## config.mk

```make
export PLATFORM = sky130hd
export DESIGN_NAME = refcounted_buffer_pool_core
export DESIGN_NICKNAME = d
export VERILOG_FILES = /design/src/rtl/core/rbp_pkg.sv /design/src/rtl/core/refcounted_buffer_pool_core.sv /design/src/rtl/core/rbp_ctrl.sv /design/src/rtl/core/rbp_datapath.sv
export SDC_FILE = /design/constraint.sdc
export NUM_CORES = 1
export LEC_CHECK = 0
export BUFFER_PORTS_ARGS = -buffer_cell sky130_fd_sc_hd__buf_2
export CAP_MARGIN = 10
export CORE_UTILIZATION = 29
export CTS_CLUSTER_DIAMETER = 40
export DETAILED_ROUTE_END_ITERATION = 8
export PLACE_DENSITY = 0.48
export SYNTH_ARGS = -nofsm -noshare
export SYNTH_HDL_FRONTEND = slang
export SYNTH_SLANG_ARGS = --single-unit
```

## constraint.sdc

```tcl
create_clock -name clk -period 7.1 [get_ports clk]
set_input_delay 1.065 -clock clk [delete_from_list [all_inputs] [get_ports clk]]
set_output_delay 1.065 -clock clk [all_outputs]
set_load 0.01 [all_outputs]
```

## src/rtl/core/rbp_pkg.sv

```systemverilog
// ----------------------------------------------------------------------------
// rbp_pkg
// Shared types and constants of the reference-counted buffer pool.
// ----------------------------------------------------------------------------
package rbp_pkg;

  // Pool defaults
  localparam int SLOTS_DEFAULT      = 8;
  localparam int COUNT_BITS_DEFAULT = 8;

  // Field widths on the ports
  localparam int OP_W        = 2;
  localparam int INDEX_W     = 3;
  localparam int ACTIVE_W    = 4;
  localparam int STATUS_W    = 3;
  localparam int COUNT_OUT_W = 8;
  localparam int FREE_W      = 4;

  // Active slot count after reset
  localparam int ACTIVE_RESET = 8;

  // Operation codes
  localparam logic [OP_W-1:0] OP_GET   = 2'd0;
  localparam logic [OP_W-1:0] OP_REF   = 2'd1;
  localparam logic [OP_W-1:0] OP_UNREF = 2'd2;

  // Status codes
  localparam logic [STATUS_W-1:0] ST_OK         = 3'd0;
  localparam logic [STATUS_W-1:0] ST_EXHAUSTED  = 3'd1;
  localparam logic [STATUS_W-1:0] ST_BAD_INDEX  = 3'd2;
  localparam logic [STATUS_W-1:0] ST_NOT_IN_USE = 3'd3;
  localparam logic [STATUS_W-1:0] ST_SATURATED  = 3'd4;

  // Commands from the controller to the datapath
  typedef struct packed {
    logic load;   // capture the input transaction, start the count read
    logic exec;   // commit the op and load the result register
  } rbp_cmd_t;

endpackage

```

## src/rtl/core/refcounted_buffer_pool_core.sv

```systemverilog
// ----------------------------------------------------------------------------
// refcounted_buffer_pool_core
// Reference-counted buffer pool: get / ref / unref on a pool of slots.
// ----------------------------------------------------------------------------
// Usage:
//   Input channel (in_valid / in_stall) carries one op transaction: op and
//   slot_index. Output channel (out_valid / out_stall) returns exactly one
//   result transaction per op: status, granted_slot, slot_released,
//   count_after and free_slots.
//   cfg_write with active_slots sets the number of slots in use and
//   re-initializes the pool (all slots freed). Write only while idle.
// Operation:
//   A taken transaction first reads its slot count from the count memory
//   into a register; the op is then decoded and committed and its result
//   registered. No new transaction is taken while an op is in execution.
// Reset:
//   Synchronous rst frees all slots, sets the active count to 8 and empties
//   the output register. The count memory itself is not cleared; the busy
//   marks gate its reads, so no clearing pass is needed.
// Backpressure:
//   While out_stall holds a result, the output holds steady and in_stall
//   stays high, so no new transaction enters.
// ----------------------------------------------------------------------------
module refcounted_buffer_pool_core #(
  parameter int SLOTS      = rbp_pkg::SLOTS_DEFAULT,
  parameter int COUNT_BITS = rbp_pkg::COUNT_BITS_DEFAULT
) (
  input  logic                            clk,
  input  logic                            rst,
  // configuration
  input  logic                            cfg_write,
  input  logic [rbp_pkg::ACTIVE_W-1:0]    active_slots,
  // input channel
  input  logic                            in_valid,
  output logic                            in_stall,
  input  logic [rbp_pkg::OP_W-1:0]        op,
  input  logic [rbp_pkg::INDEX_W-1:0]     slot_index,
  // output channel
  output logic                            out_valid,
  input  logic                            out_stall,
  output logic [rbp_pkg::STATUS_W-1:0]    status,
  output logic [rbp_pkg::INDEX_W-1:0]     granted_slot,
  output logic                            slot_released,
  output logic [rbp_pkg::COUNT_OUT_W-1:0] count_after,
  output logic [rbp_pkg::FREE_W-1:0]      free_slots
);

  rbp_pkg::rbp_cmd_t cmd;

  // sequencer: handshakes and step commands
  rbp_ctrl u_ctrl (
    .clk       (clk),
    .rst       (rst),
    .in_valid  (in_valid),
    .in_stall  (in_stall),
    .out_valid (out_valid),
    .out_stall (out_stall),
    .cmd       (cmd)
  );

  // pool state, count memory and result register
  rbp_datapath #(
    .SLOTS      (SLOTS),
    .COUNT_BITS (COUNT_BITS)
  ) u_datapath (
    .clk           (clk),
    .rst           (rst),
    .cfg_write     (cfg_write),
    .active_slots  (active_slots),
    .cmd           (cmd),
    .op            (op),
    .slot_index    (slot_index),
    .status        (status),
    .granted_slot  (granted_slot),
    .slot_released (slot_released),
    .count_after   (count_after),
    .free_slots    (free_slots)
  );

endmodule

```

## src/rtl/core/rbp_ctrl.sv

```systemverilog
// ----------------------------------------------------------------------------
// rbp_ctrl
// Two-state sequencer: takes a transaction, then executes it and posts
// the result to the output register.
// ----------------------------------------------------------------------------
module rbp_ctrl (
  input  logic             clk,
  input  logic             rst,
  input  logic             in_valid,
  output logic             in_stall,
  output logic             out_valid,
  input  logic             out_stall,
  output rbp_pkg::rbp_cmd_t cmd
);

  localparam logic S_IDLE = 1'b0;
  localparam logic S_EXEC = 1'b1;

  logic state;
  logic state_next;

  // hold off new work while busy or while a result is stuck downstream
  assign in_stall = (state != S_IDLE) || (out_valid && out_stall);
  assign cmd.load = in_valid && !in_stall;
  assign cmd.exec = (state == S_EXEC);

  always_comb begin
    state_next = state;
    unique case (state)
      S_IDLE: begin
        if (cmd.load) begin
          state_next = S_EXEC;
        end
      end
      S_EXEC: begin
        state_next = S_IDLE;
      end
      default: begin
        state_next = S_IDLE;
      end
    endcase
  end

  always_ff @(posedge clk) begin
    if (rst) begin
      state     <= S_IDLE;
      out_valid <= 1'b0;
    end else begin
      state <= state_next;
      if (cmd.exec) begin
        out_valid <= 1'b1;
      end else if (out_valid && !out_stall) begin
        out_valid <= 1'b0;
      end
    end
  end

endmodule

```

## src/rtl/core/rbp_datapath.sv

```systemverilog
// ----------------------------------------------------------------------------
// rbp_datapath
// Busy marks, free counter, count memory, op decode and result register.
// ----------------------------------------------------------------------------
module rbp_datapath #(
  parameter int SLOTS      = rbp_pkg::SLOTS_DEFAULT,
  parameter int COUNT_BITS = rbp_pkg::COUNT_BITS_DEFAULT
) (
  input  logic                               clk,
  input  logic                               rst,
  input  logic                               cfg_write,
  input  logic [rbp_pkg::ACTIVE_W-1:0]       active_slots,
  input  rbp_pkg::rbp_cmd_t                  cmd,
  input  logic [rbp_pkg::OP_W-1:0]           op,
  input  logic [rbp_pkg::INDEX_W-1:0]        slot_index,
  output logic [rbp_pkg::STATUS_W-1:0]       status,
  output logic [rbp_pkg::INDEX_W-1:0]        granted_slot,
  output logic                               slot_released,
  output logic [rbp_pkg::COUNT_OUT_W-1:0]    count_after,
  output logic [rbp_pkg::FREE_W-1:0]         free_slots
);

  localparam int SLOT_W    = (SLOTS > 1) ? $clog2(SLOTS) : 1;
  localparam int SLOT_SPAN = 1 << SLOT_W;
  localparam int ACT_W     = $clog2(SLOTS + 1);
  localparam int CW        = (ACT_W > rbp_pkg::ACTIVE_W) ? ACT_W : rbp_pkg::ACTIVE_W;
  localparam int RESET_EFF = (rbp_pkg::ACTIVE_RESET > SLOTS) ? SLOTS : rbp_pkg::ACTIVE_RESET;
  localparam logic [COUNT_BITS-1:0] COUNT_MAX = {COUNT_BITS{1'b1}};

  function automatic logic [CW-1:0] eff_of(input logic [rbp_pkg::ACTIVE_W-1:0] a);
    logic [CW-1:0] a_ext;
    a_ext = CW'(a);
    if (a == '0) begin
      eff_of = CW'(1);
    end else if (a_ext > CW'(SLOTS)) begin
      eff_of = CW'(SLOTS);
    end else begin
      eff_of = a_ext;
    end
  endfunction

  logic [rbp_pkg::ACTIVE_W-1:0] active_reg;
  logic [SLOTS-1:0]             busy;
  logic [CW-1:0]                free_total;
  logic [rbp_pkg::OP_W-1:0]     op_q;
  logic [rbp_pkg::INDEX_W-1:0]  idx_q;
  logic [COUNT_BITS-1:0]        mem [SLOTS];
  logic [COUNT_BITS-1:0]        rdata;

  logic [CW-1:0]          eff;
  logic [SLOTS-1:0]       act_mask;
  logic [SLOTS-1:0]       free_mask;
  logic                   grant_found;
  logic [SLOT_W-1:0]      grant_idx;
  logic [SLOT_SPAN-1:0]   busy_pad;
  logic [SLOT_W-1:0]      idx_a;
  logic [SLOT_W-1:0]      rd_addr;
  logic                   idx_bad;
  logic                   busy_sel;
  logic [COUNT_BITS-1:0]  cnt_cur;
  logic [COUNT_BITS-1:0]  cnt_inc;
  logic [COUNT_BITS-1:0]  cnt_dec;

  logic [rbp_pkg::STATUS_W-1:0] st;
  logic [SLOT_W-1:0]            gr;
  logic                         rel;
  logic [COUNT_BITS-1:0]        cnt_res;
  logic                         wr_en;
  logic [SLOT_W-1:0]            wr_addr;
  logic [COUNT_BITS-1:0]        wr_data;
  logic                         busy_set;
  logic                         busy_clr;
  logic                         ft_dec;
  logic                         ft_inc;
  logic [CW-1:0]                free_total_next;
  logic [SLOTS-1:0]             busy_next;

  assign eff      = eff_of(active_reg);
  assign idx_a    = SLOT_W'(idx_q);
  assign rd_addr  = SLOT_W'(slot_index);
  assign idx_bad  = CW'(idx_q) >= eff;
  assign busy_pad = SLOT_SPAN'(busy);
  assign busy_sel = busy_pad[idx_a];
  // a free slot always reads as count zero
  assign cnt_cur  = busy_sel ? rdata : '0;
  assign cnt_inc  = cnt_cur + 1'b1;
  assign cnt_dec  = (cnt_cur != '0) ? cnt_cur - 1'b1 : '0;

  // lowest free active slot
  always_comb begin
    for (int i = 0; i < SLOTS; i++) begin
      act_mask[i] = CW'(i) < eff;
    end
    free_mask   = ~busy & act_mask;
    grant_found = |free_mask;
    grant_idx   = '0;
    for (int i = SLOTS - 1; i >= 0; i--) begin
      if (free_mask[i]) begin
        grant_idx = SLOT_W'(i);
      end
    end
  end

  always_comb begin
    st       = rbp_pkg::ST_OK;
    gr       = '0;
    rel      = 1'b0;
    cnt_res  = '0;
    wr_en    = 1'b0;
    wr_addr  = idx_a;
    wr_data  = cnt_inc;
    busy_set = 1'b0;
    busy_clr = 1'b0;
    ft_dec   = 1'b0;
    ft_inc   = 1'b0;
    unique case (op_q)
      rbp_pkg::OP_GET: begin
        if (grant_found) begin
          wr_en    = 1'b1;
          wr_addr  = grant_idx;
          wr_data  = COUNT_BITS'(1);
          busy_set = 1'b1;
          ft_dec   = 1'b1;
          gr       = grant_idx;
          cnt_res  = COUNT_BITS'(1);
        end else begin
          st = rbp_pkg::ST_EXHAUSTED;
        end
      end
      rbp_pkg::OP_REF: begin
        if (idx_bad) begin
          st = rbp_pkg::ST_BAD_INDEX;
        end else if (!busy_sel) begin
          st      = rbp_pkg::ST_NOT_IN_USE;
          cnt_res = cnt_cur;
        end else if (cnt_cur == COUNT_MAX) begin
          st      = rbp_pkg::ST_SATURATED;
          cnt_res = cnt_cur;
        end else begin
          wr_en   = 1'b1;
          wr_data = cnt_inc;
          cnt_res = cnt_inc;
        end
      end
      rbp_pkg::OP_UNREF: begin
        if (idx_bad) begin
          st = rbp_pkg::ST_BAD_INDEX;
        end else if (!busy_sel) begin
          st      = rbp_pkg::ST_NOT_IN_USE;
          cnt_res = cnt_cur;
        end else begin
          wr_en   = 1'b1;
          wr_data = cnt_dec;
          cnt_res = cnt_dec;
          if (cnt_dec == '0) begin
            busy_clr = 1'b1;
            ft_inc   = 1'b1;
            rel      = 1'b1;
          end
        end
      end
      default: begin
      end
    endcase
  end

  always_comb begin
    free_total_next = free_total;
    if (ft_dec && (free_total != '0)) begin
      free_total_next = free_total - 1'b1;
    end else if (ft_inc && (free_total < eff)) begin
      free_total_next = free_total + 1'b1;
    end
    busy_next = busy;
    if (busy_set) begin
      busy_next[grant_idx] = 1'b1;
    end
    if (busy_clr) begin
      busy_next[idx_a] = 1'b0;
    end
  end

  // pool state
  always_ff @(posedge clk) begin
    if (rst) begin
      active_reg <= rbp_pkg::ACTIVE_W'(rbp_pkg::ACTIVE_RESET);
      busy       <= '0;
      free_total <= CW'(RESET_EFF);
    end else if (cfg_write) begin
      active_reg <= active_slots;
      busy       <= '0;
      free_total <= eff_of(active_slots);
    end else if (cmd.exec) begin
      busy       <= busy_next;
      free_total <= free_total_next;
    end
  end

  // count memory, registered read
  always_ff @(posedge clk) begin
    if (cmd.exec && wr_en) begin
      mem[wr_addr] <= wr_data;
    end
    if (cmd.load) begin
      rdata <= mem[rd_addr];
    end
  end

  // captured transaction and result register
  always_ff @(posedge clk) begin
    if (cmd.load) begin
      op_q  <= op;
      idx_q <= slot_index;
    end
    if (cmd.exec) begin
      status        <= st;
      granted_slot  <= rbp_pkg::INDEX_W'(gr);
      slot_released <= rel;
      count_after   <= rbp_pkg::COUNT_OUT_W'(cnt_res);
      free_slots    <= rbp_pkg::FREE_W'(free_total_next);
    end
  end

endmodule

```

* Yosys cells after proc, flatten, opt, wreduce, memory -nomap -nowiden *
Memories as Yosys holds them, arrays and structs flattened. A register that Yosys moved wholly into a read port is not among the register bits.
Index checks and enable logic that the tools add are counted.

storage, ports and cells
  bits in latches = 0
  output and inout bits = 21
  memory bits (writable) = 64
  bits in read-only memories = 0
  register bits after elaboration = 42
  word-level logic and storage cells = 128
  input port bits = 14
  memories = 1

memories
  memory          words  width  rd ports  clocked after memory_dff  wr ports  line                RTL
  u_datapath.mem  8      8      1         1                         1         rbp_datapath.sv:47  logic [COUNT_BITS-1:0] mem [SLOTS];

cells by class
  muxes and demuxes = 64
  divide/modulo/power cells = 0
  eq/ne operators = 3
  $lt $le $gt $ge = 16
  bitwise logic cells = 6
  reduce and logical (&&, ||, !) cells = 22
  shift operators = 0
  multipliers = 0
  $add $sub $neg = 4

operators by type and width
  cell                   number
  $mux W8                12
  $mux W3                14
  $mux W4                8
  $pmux W8 S3            1
  $mux W1                21
  $and A8 B8 Y8          2
  $lt A3 B4 Y1 const A   4
  $not A8 Y8             2
  $pmux W8 S2            1
  $pmux W3 S3            1
  $add A8 B1 Y8 const B  1
  $eq A8 B8 Y1 const B   1
  $gt A4 B4 Y1 const B   2
  $logic_and A1 B1 Y1    8
  $logic_not A4 Y1       2
  $logic_not A8 Y1       1
  $lt A1 B4 Y1 const A   2
  $lt A2 B4 Y1 const A   2
  $lt A3 B4 Y1 const B   2
  $or A8 B8 Y8           1
  $reduce_bool A8 Y1     1
  $reduce_or A8 Y1       1
  $sub A8 B1 Y8 const B  1
  $demux W1 S3           2
  19 further kinds       22

* Depth between registers and ports, before layout *
Gate-level depths: netlist (run 1).

  depth in word-level cells = 21
  depth in mapped cells = 15
  gate-level depth less buffers = 12

* By module *
A second synthesis (run 1) with hierarchy kept.

second synthesis, totals
  cells, all modules = 454
  area total of the unflattened synthesis = 5586.6 um2

by module, submodules not included
  module        instances  cells an instance  sequential area each (um2)  area an instance (um2)
  rbp_datapath  1          446                3203.1                      5497.8
  rbp_ctrl      1          8                  40.0                        88.8

* Least setup slack after synthesis (run 1) *
Ideal clock, no wire load.

  kind = register to register
  start = reg u_datapath.idx_q, in the netlist u_datapath.idx_a[1]
  end = mem u_datapath.mem[6][0] (netlist bit), enable pin
  path slack = 3333 ps
  required time = 6715 ps
  buffers on the path = 1
  clock period less this slack = 3767 ps
  data arrival time = 3382 ps
  cell stages (with the launch flop) = 14
  path through = edfxtp_1 -> nor2b_4 -> a221o_1 -> a21o_2 -> clkbuf_1 -> nand2_1 -> inv_1 -> ha_1 -> nand3_1 -> nor2_1 -> nand3_1 -> and2_1 -> o2111ai_1 -> nor3b_1

on the way
  longest elaborated chain between the ends = 11
  elaborated cells on any way between the ends = 16
  those cells by class = order compare (1); eq/ne (1); mux (13); reduce/logical (1)

ends and longest elaborated chain
  what                           line                 RTL
  from (decl)                    rbp_datapath.sv:46   logic [rbp_pkg::INDEX_W-1:0] idx_q;
  from (signal assigned)         rbp_datapath.sv:213  idx_q <= slot_index;
  $bmux W1 S3                    rbp_datapath.sv:83   assign busy_sel = busy_pad[idx_a];
  $mux W1 (implied by the code)  rbp_datapath.sv:83
  $mux W8                        rbp_datapath.sv:85   assign cnt_cur = busy_sel ? rdata : '0;
  $eq A8 B8 Y1                   rbp_datapath.sv:136  end else if (cnt_cur == COUNT_MAX) begin
  $mux W1                        rbp_datapath.sv:136
  $mux W1                        rbp_datapath.sv:133  end else if (!busy_sel) begin
  $mux W1                        rbp_datapath.sv:131  if (idx_bad) begin
  $pmux W1 S3                    rbp_datapath.sv:116  unique case (op_q)
  $logic_and A1 B1 Y1            rbp_datapath.sv:201  if (cmd.exec && wr_en) begin
  $mux W1                        rbp_datapath.sv:201
  $mux W1 (implied by the code)  rbp_datapath.sv:202  mem[wr_addr] <= wr_data;
  to (decl)                      rbp_datapath.sv:47

Parallel ways exist; a longest one is shown, timed or not. The select of a mux whose other input is x is not followed.

* Final worst setup path (run 1) *
  start = reg u_datapath.idx_q, in the netlist u_datapath.idx_a[2]
  end = mem u_datapath.mem[4][1] (netlist bit), enable pin

Same word-level chain as after synthesis.

==> run_results.csv, run 1 <==
group,metric,value,unit
layout,final_net_count,531,
worst_setup_path,slowest_delay,0.99,ns
status,run_status,"finished, final reports clean",
placement,hpwlAfterDp,10100,µm
worst_hold_path,hold_path.startpoint,"u_ctrl.out_valid",
power,cellLeakagePower,2.43,nW
synthesis,synth.distinct_cells,76,
power,intPower,1.33,mW
placement,placed_cells,749,
timing,clock.fmax,0.226,GHz
worst_setup_path,crit_buf_inv,1,
worst_hold_path,hold_path.class,"flop to flop",
layout,largest_reg_flops,64,
worst_setup_path,slowest_stage,"nor3_1",
worst_setup_path,critPathKind,"flop to flop",
global_routing,overflow,0,
synthesis,async_flop_share,0,%
worst_setup_path,critPathLaunch,"u_datapath.idx_a[2]",
clock_network,cts_sinks,114,
timing,rsz0062_at_grt,"no",
worst_setup_path,required,7.13,ns
placement,io_buffers,34,
floorplan,core_area,19500,µm²
worst_setup_path,critPathTopFamily,"simple AND/OR/NAND/NOR gates",
layout,nFillCells,1908,
timing,slew_headroom,22.5,%
global_routing,grt_pass1_vias,4014,
synthesis,yosysWarnings,0,
worst_setup_path,crit_top_cell,"nand3_1",
floorplan,top_level_ports,35,
global_routing,grt_usage,15.0,%
synthesis,synth_top_area_share,49.9,%
floorplan,die_y,143,µm
synthesis,yosysSeqAreaShare,56.2,%
detailed_routing,postRouteAntennaNets,0,
timing,finalClockSkew,0.0132,ns
timing,finalCriticalPeriod,4.43,ns
synthesis,yosysTopAreaCell,"edfxtp_1",
clock_network,numCtsBuffers,17,
layout,finalNonFillerCells,784,
floorplan,die_w,143,µm
timing,finalSetupViolations,0,
worst_setup_path,startpoint_type,"flop",
worst_setup_path,worstReg2RegStart,"u_datapath.idx_a[2]",
power,clock_power_share,48.7,%
clock_network,cts_root_buf,"clkbuf_16",
flow_run,max_cap_violations,0,
synthesis,syn_area,5770,µm²
synthesis,synth_most_common_cell,"edfxtp_1",
synthesis,synth-edff-count,96,
timing,tightestPinTransition,1.15,ns
layout,drive_gt1_share,22.7,%
floorplan,dieArea,20500,µm²
power,combPwrFrac,8.4,%
detailed_routing,drc,0,
worst_setup_path,arrival,4.46,ns
worst_setup_path,cp_max_fo,16,
power,ir_worst_vdd,222,µV
detailed_routing,vias,4009,
detailed_routing,viasPerCell,5.11,
synthesis,synth_area_per_cell,12.3,µm²
synthesis,synth_top_flop_cell,"edfxtp_1",
worst_setup_path,end_kind,"flop",
detailed_routing,drtIter0Drc,323,
synthesis,syn_inst,470,
detailed_routing,drt_wl_total,14400,µm
clock_network,cts_hold_buf,0,
synthesis,ys_top_cells_by_area,"edfxtp_1 50%, dfxtp_1 6.2%, mux4_2 6.2%",
placement,routabilityCongestion,0.868,
synthesis,synth_seq_cells,114,
layout,diodes,0,
clock_network,cts_tree,"done",
timing,slew_violations,0,
timing,fin_setup_tns,0,ns
clock_network,post_cts_buffers,0,
timing,timing_hold_violations_final,0,
floorplan,start_util,29.7,%
clock_network,cts_resized,0,
layout,regMostFlops,"u_datapath.mem",
power,swShare,25.7,%
global_routing,antenna_found_initial,0,
power,p_seq_share,42.9,%
clock_network,clock_path_buffers,2,
global_routing,grt_pass1_wl,22600,µm
global_routing,grt_max_degree,31,
worst_setup_path,path_cells,"nor2b_1, a221o_1, a21o_2, nand2_1, inv_1, ha_1, nand3_1, nor2_1, nand3_1, and2_1, o2111ai_1, nor3_1",
synthesis,synth_nets,495,
layout,syn_to_final_growth,18.1,%
clock_network,path_clk_slew,0.06,ns
floorplan,rows,51,
clock_network,insertion_delay,0.42,ns
clock_network,h-tree-depth,4,
timing,min_period_over_period,62.3,%
detailed_routing,firstDrtPassIters,5,
synthesis,synthTopCellsByCount,"96 x edfxtp_1, 41 x nand2_1, 29 x nor2_1, 18 x dfxtp_1",
power,p_sw,0.462,mW
detailed_routing,wire_per_inst,18.4,µm
power,powerDensity,263,nW/µm²
==> cells by family (layout without fill, tap and decap cells) <==
logic type | Yosys count | count (layout) | synth area share (%)
XOR/XNOR | 13 | 13 | 1.97
AO/OA/AOI/OAI | 107 | 107 | 13.2
adder cells (fa/ha/maj) | 11 | 11 | 2.38
multiplexers | 30 | 30 | 8.84
buffers and inverters | 44 | 93 | 3.23
flip-flops | 114 | 114 | 56.2
AND/OR/NAND/NOR | 151 | 151 | 14.2
==> metrics by stage <==
step	area [µm²]	power [mW]	util, %	setup slack [ns]	hold WS [ns]
5_1_grt	6820	1.86	35.0	2.36	0.613
4_1_cts	6810	1.81	35.0	2.56	0.576
6_report	6820	1.80	35.0	2.67	0.554
2_1_floorplan	5770	0.887	-	3.33	0.519
3_3_place_gp	6210	0.935	31.9	2.76	0.512
3_5_place_dp	6210	0.936	31.9	2.63	0.562
==> per-layer routing <==
| layer | share of wire [%] | routed length, µm | GRT usage (%) | vias up |
|---|---|---|---|---|
| met4 | 2.0 | 289 | 6.90 | 0 |
| met1 | 46 | 6680 | 19.1 | 1997 |
| met3 | 4.0 | 570 | 3.12 | 20 |
| met5 | 0 | 0 | 0 | - |
| li1 | - | - | - | 1895 |
| met2 | 48 | 6880 | 24.5 | 97 |
==> final cells by class <==
type                            instances  area, µm²  area share, %
Inverter                               17       63.8          0.936
Timing Repair Buffer                   44        238           3.49
Tap cell                              265        332           4.86
Clock buffer                           17        425           6.24
Clock inverter                         15        174           2.55
Sequential cell                       114       3240           47.6
Multi-Input combinational cell        312       2340           34.4
==> worst reg2reg max path, cell delays in order (launching register included) <==
cell	delay [ns]
edfxtp_1	0.61
nor2b_1	0.25
a221o_1	0.35
a21o_2	0.33
nand2_1	0.16
inv_1	0.06
ha_1	0.25
nand3_1	0.14
nor2_1	0.11
nand3_1	0.31
and2_1	0.22
o2111ai_1	0.25
nor3_1	0.99
==> power by group through the flow <==
stage                     Sequential, mW  Combinational (mW)  Clock [mW]
after global placement             0.784               0.151           0
after floorplan                    0.773               0.115           0
after detailed placement           0.784               0.152           0
after CTS                          0.770               0.152       0.888
final                              0.771               0.151       0.874
after global routing               0.773               0.169       0.916
==> placed cells by master (no fill, tap or decap), types with 7 or more instances in the layout <==
master     Yosys  final
edfxtp_1      96     96
nand2_1       41     41
buf_2          5     37
nor2_1        29     29
dfxtp_1       18     18
clkbuf_16      0     17
inv_1         16     16
a21oi_1       16     16
mux4_2        16     16
nor3_1        14     14
o21ai_0       13     13
a31oi_1       13     13
nand3_1       11     11
ha_1          11     11
xor2_1         9      9
mux2_2         8      8
buf_4          2      7
==> path summary, 6_finish.rpt <==
kind / endpoint / slack [ns] / cells past startpoint
min reg2reg: u_ctrl.out_valid / 0.55 / 2
max: u_datapath.mem[4][1] / 2.67 / 12
max reg2reg: u_datapath.mem[4][1] / 2.67 / 12
min: u_ctrl.out_valid / 0.55 / 2
(Power assumes the default switching activity.)
==> run 2: changes to the inputs <==
- PLACE_DENSITY: 0.48 -> 0.5
- clock period: 7.1 -> 3.8 ns (I/O delays scaled with it)
==> run_results.csv, run 2 (synthesis gave the netlist of run 1 again) <==
group,metric,value,unit
detailed_routing,drc,0,
worst_setup_path,ff2ff_path_depth,12,
worst_setup_path,path_cells,"nor2b_1, a221o_1, a21o_2, nand2_1, buf_4, ha_1, inv_1, a211o_1, a311o_1, a21oi_2, mux2i_1, o22ai_1",
worst_setup_path,r2r_setup_slack,0.31,ns
global_routing,antenna_found_initial,0,
layout,syn_to_final_growth,21.8,%
timing,slew_violations,0,
worst_setup_path,crit_end,"u_datapath.free_total[0]",
placement,place_area,6430,µm²
timing,min_period_over_period,91.9,%
global_routing,grt_max_degree,18,
layout,postLayoutCellArea,7040,µm²
timing,fin_ws,0.309,ns
layout,layout_commonest_cell,"edfxtp_1",
layout,diodes,0,
worst_setup_path,critPathTopFamily,"compound AO/OA/AOI/OAI gates",
global_routing,use_met2,24.8,%
global_routing,overflow,0,
power,powerDensity,475,nW/µm²
worst_setup_path,slowest_stage,"edfxtp_1",
clock_network,insertion_delay,0.42,ns
timing,finalCriticalPeriod,3.49,ns
global_routing,grt_pass1_wl,23100,µm
worst_setup_path,path_depth,12,
clock_network,h-tree-depth,4,
placement,io_buffers,34,
detailed_routing,vias,4145,
timing,slew_headroom,33.7,%
worst_setup_path,required,4.09,ns
clock_network,cts_hold_buf,0,
clock_network,cts_sinks,114,
clock_network,cts_tree,"done",
detailed_routing,drt_wl_total,14600,µm
timing,tightestPinTransition,0.990,ns
worst_setup_path,critPathKind,"flop to flop",
clock_network,post_cts_buffers,0,
worst_setup_path,end_kind,"flop",
timing,clock.fmax,0.286,GHz
timing,rsz0062_at_grt,"no",
worst_setup_path,cp_max_fo,9,
worst_hold_path,hold_path.class,"input pin to flop",
placement,dp_slack,0.304,ns
floorplan,core_area,19500,µm²
detailed_routing,firstDrtPassIters,5,
floorplan,top_level_ports,35,
timing,finalClockSkew,0.0119,ns
power,cellLeakagePower,2.56,nW
layout,regMostFlops,"u_datapath.mem",
detailed_routing,postRouteAntennaNets,0,
worst_setup_path,slowest_delay,0.49,ns
layout,layout_common_cells,"96 x edfxtp_1, 41 x nand2_1, 37 x buf_4, 34 x buf_2, 29 x nor2_1",
worst_setup_path,reg2reg_to,"u_datapath.free_total[0]",
clock_network,clock_path_buffers,2,
flow_run,max_cap_violations,0,
clock_network,cts_resized,0,
timing,finalSetupViolations,0,
worst_setup_path,arrival,3.78,ns
clock_network,numCtsBuffers,17,
layout,largest_reg_flops,64,
worst_setup_path,worstReg2RegStart,"u_datapath.idx_a[2]",
timing,timing_hold_violations_final,0,
power,ir_worst_vdd,325,µV
global_routing,grt.busiest_layer,"met2",
layout,final_net_count,559,
detailed_routing,drtIter0Drc,364,
global_routing,grt_pass1_vias,4126,
worst_setup_path,critPathLaunch,"u_datapath.idx_a[2]",
layout,drive_gt1_share,26.7,%
global_routing,use_met1,20.0,%
placement,hpwlAfterDp,10000,µm
placement,routabilityCongestion,0.882,
floorplan,start_util,29.7,%
placement,placed_cells,779,
layout,finalNonFillerCells,812,
worst_setup_path,crit_buf_inv,2,
floorplan,dieArea,20500,µm²
detailed_routing,viasPerCell,5.10,
clock_network,path_clk_slew,0.06,ns
clock_network,cts_root_buf,"clkbuf_16",
floorplan,rows,51,
floorplan,die_w,143,µm
worst_setup_path,startpoint_type,"flop",
global_routing,met3_usage,4.09,%
timing,fin_setup_tns,0,ns
global_routing,grt_usage,15.5,%
detailed_routing,wire_per_inst,18.0,µm
status,run_status,"finished, final reports clean",
floorplan,die_y,143,µm
## run 2: worst min path at each step
stage	from	endpoint	slack [ns]	cells past startpoint
after floorplan	u_datapath.busy[6]	u_datapath.busy[6]	0.52	2
after global placement	u_ctrl.out_valid	u_ctrl.out_valid	0.53	2
after detailed placement	u_ctrl.out_valid	u_ctrl.out_valid	0.55	2
after CTS	op[0]	u_datapath.op_q[0]	0.34	1
after global routing	op[1]	u_datapath.op_q[1]	0.34	1
final	op[0]	u_datapath.op_q[0]	0.36	1
## run 2: where the power goes
group	internal [mW]	total (mW)	switching, mW
clock	0.981	1.60	0.619
combinational	0.124	0.305	0.180
sequential	1.40	1.43	0.0385
total	2.50	3.34	0.838
## run 2: area by class of cell
class | instances | area, µm²
well taps | 265 | 332
clock buffers | 17 | 425
repair buffers | 72 | 455
multi-input cells | 312 | 2340
clock inverters | 15 | 171
flip-flops and latches | 114 | 3240
inverters | 17 | 63.8
fillers | 1891 | 12400
## run 2: metrics by stage
step           util [%]  hold WS [ns]  total power, mW
2_1_floorplan         -         0.519             1.66
3_3_place_gp       33.0         0.527             1.76
3_5_place_dp       33.0         0.546             1.76
4_1_cts            36.1         0.342             3.38
5_1_grt            36.1         0.338             3.48
6_report           36.1         0.358             3.34
## run 2: worst register-to-register path: cells and delay by family (launching register included)
family | cells | cell delay (ns)
mux | 1 | 0.31
simple gates | 2 | 0.29
flops | 1 | 0.49
fa+ha+maj | 1 | 0.23
buf+inv | 2 | 0.30
compound gates | 6 | 1.75
## run 2: routing by layer
| layer | share of wire [%] | vias up |
|---|---|---|
| li1 | - | 1961 |
| met1 | 46 | 2050 |
| met2 | 48 | 119 |
| met3 | 4.4 | 15 |
| met4 | 1.5 | 0 |
| met5 | 0 | - |
==> run 3: changes to the inputs <==
- RECOVER_POWER: not set -> 100
==> run_results.csv, run 3 (synthesis gave the netlist of run 1 again) <==
group,metric,value,unit
floorplan,die_w,143,µm
clock_network,cts_sinks,114,
clock_network,h-tree-depth,4,
clock_network,path_clk_slew,0.06,ns
placement,dp_slack,0.304,ns
power,cellLeakagePower,2.42,nW
detailed_routing,firstDrtPassIters,5,
clock_network,insertion_delay,0.42,ns
layout,layout_common_cells,"96 x edfxtp_1, 41 x nand2_1, 37 x clkbuf_1, 29 x nor2_1, 21 x buf_4",
clock_network,cts_resized,0,
global_routing,overflow,0,
global_routing,grt_usage,15.5,%
detailed_routing,wire_per_inst,18.0,µm
clock_network,clock_path_buffers,2,
clock_network,numCtsBuffers,17,
detailed_routing,drc,0,
floorplan,top_level_ports,35,
timing,min_period_over_period,94.5,%
placement,routabilityCongestion,0.882,
timing,fin_ws,0.208,ns
clock_network,cts_tree,"done",
worst_setup_path,required,4.09,ns
power,ir_worst_vdd,327,µV
global_routing,grt_pass1_vias,4126,
detailed_routing,viasPerCell,5.10,
detailed_routing,vias,4138,
detailed_routing,drtIter0Drc,337,
worst_setup_path,arrival,3.89,ns
floorplan,die_y,143,µm
status,run_status,"finished, final reports clean",
timing,finalCriticalPeriod,3.59,ns
timing,slew_violations,0,
timing,timing_hold_violations_final,0,
worst_setup_path,startpoint_type,"flop",
worst_hold_path,hold_path.class,"input pin to flop",
layout,layout_commonest_cell,"edfxtp_1",
power,powerDensity,481,nW/µm²
timing,fin_setup_tns,0,ns
layout,diodes,0,
power,p_sw,0.840,mW
worst_setup_path,cp_max_fo,9,
placement,hpwlAfterDp,10000,µm
floorplan,rows,51,
timing,finalClockSkew,0.00639,ns
detailed_routing,drt_wl_total,14600,µm
worst_setup_path,critPathLaunch,"u_datapath.idx_a[2]",
clock_network,cts_root_buf,"clkbuf_16",
worst_setup_path,end_kind,"flop",
timing,finalSetupViolations,0,
timing,hold_slack,0.387,ns
placement,placed_cells,779,
worst_setup_path,critPathKind,"flop to flop",
timing,tightestPinTransition,1.45,ns
floorplan,dieArea,20500,µm²
power,combPwrFrac,8.8,%
clock_network,cts_hold_buf,0,
floorplan,start_util,29.7,%
detailed_routing,postRouteAntennaNets,0,
global_routing,antenna_found_initial,0,
power,clock_power_share,48.2,%
timing,clock.fmax,0.278,GHz
layout,finalNonFillerCells,812,
layout,final_net_count,559,
layout,drive_gt1_share,18.6,%
layout,regMostFlops,"u_datapath.mem",
global_routing,grt_pass1_wl,23100,µm
timing,slew_headroom,3.11,%
worst_hold_path,hold_path.startpoint,"op[1]",
clock_network,post_cts_buffers,0,
layout,largest_reg_flops,64,
layout,syn_to_final_growth,20.1,%
placement,io_buffers,34,
power,p_seq_share,43.1,%
power,intPower,2.49,mW
worst_setup_path,worstReg2RegStart,"u_datapath.idx_a[2]",
power,swShare,25.2,%
global_routing,grt_max_degree,18,
flow_run,max_cap_violations,0,
floorplan,core_area,19500,µm²
layout,nFillCells,1922,
timing,rsz0062_at_grt,"no",
## run 3: changes by cell type in the layout (fill, tap and decap cells not counted), moves of 4 or more
cell | previous run | this run
clkbuf_2 | 0 | 5
and2_0 | 0 | 5
buf_4 | 37 | 21
buf_2 | 34 | 7
clkbuf_1 | 0 | 37
and2_1 | 6 | 2
## run 3: worst paths after layout
check                        endpoint  slack, ns  depth (start not counted)
max          u_datapath.free_total[0]       0.21                         12
min                u_datapath.op_q[1]       0.39                          1
max reg2reg  u_datapath.free_total[0]       0.21                         12
min reg2reg          u_ctrl.out_valid       0.56                          2
## run 3: power groups by stage
stage	Clock (mW)	Sequential [mW]	Combinational (mW)
final	1.60	1.43	0.293
after floorplan	0	1.44	0.215
after detailed placement	0	1.46	0.303
after CTS	1.64	1.43	0.305
after global routing	1.70	1.44	0.327
after global placement	0	1.46	0.299
## run 3: area by class of cell
class	count	area, µm²	share of cell area (%)
inverters	17	63.8	0.920
multi-input cells	312	2330	33.6
repair buffers	72	372	5.36
clock buffers	17	425	6.13
well taps	265	332	4.78
flip-flops and latches	114	3240	46.8
clock inverters	15	171	2.47
## run 3: metal layers
layer / track usage, % / share of wire, % / up-vias / wire [µm]
li1: - / - / 1961 / -
met1: 20.0 / 45 / 2034 / 6610
met2: 24.8 / 48 / 127 / 6940
met3: 4.09 / 5.6 / 16 / 816
met4: 5.55 / 1.6 / 0 / 235
met5: 0 / 0 / - / 0
## run 3: stage by stage
step                power, mW  cell area (µm²)  util (%)
detailed placement       1.76             6430      33.0
global placement         1.76             6430      33.0
CTS                      3.38             7030      36.1
floorplan                1.66             5770         -
global route             3.47             6940      35.6
finish                   3.33             6940      35.6
## run 3: critical path, cell delays in order, from the launching register on
cell	delay, ns
edfxtp_1	0.49
nor2b_1	0.19
a221o_1	0.35
a21o_2	0.26
nand2_1	0.09
clkbuf_4	0.14
ha_1	0.23
inv_1	0.18
a211o_1	0.30
a311o_1	0.48
a21oi_1	0.31
mux2i_1	0.32
o22ai_1	0.12
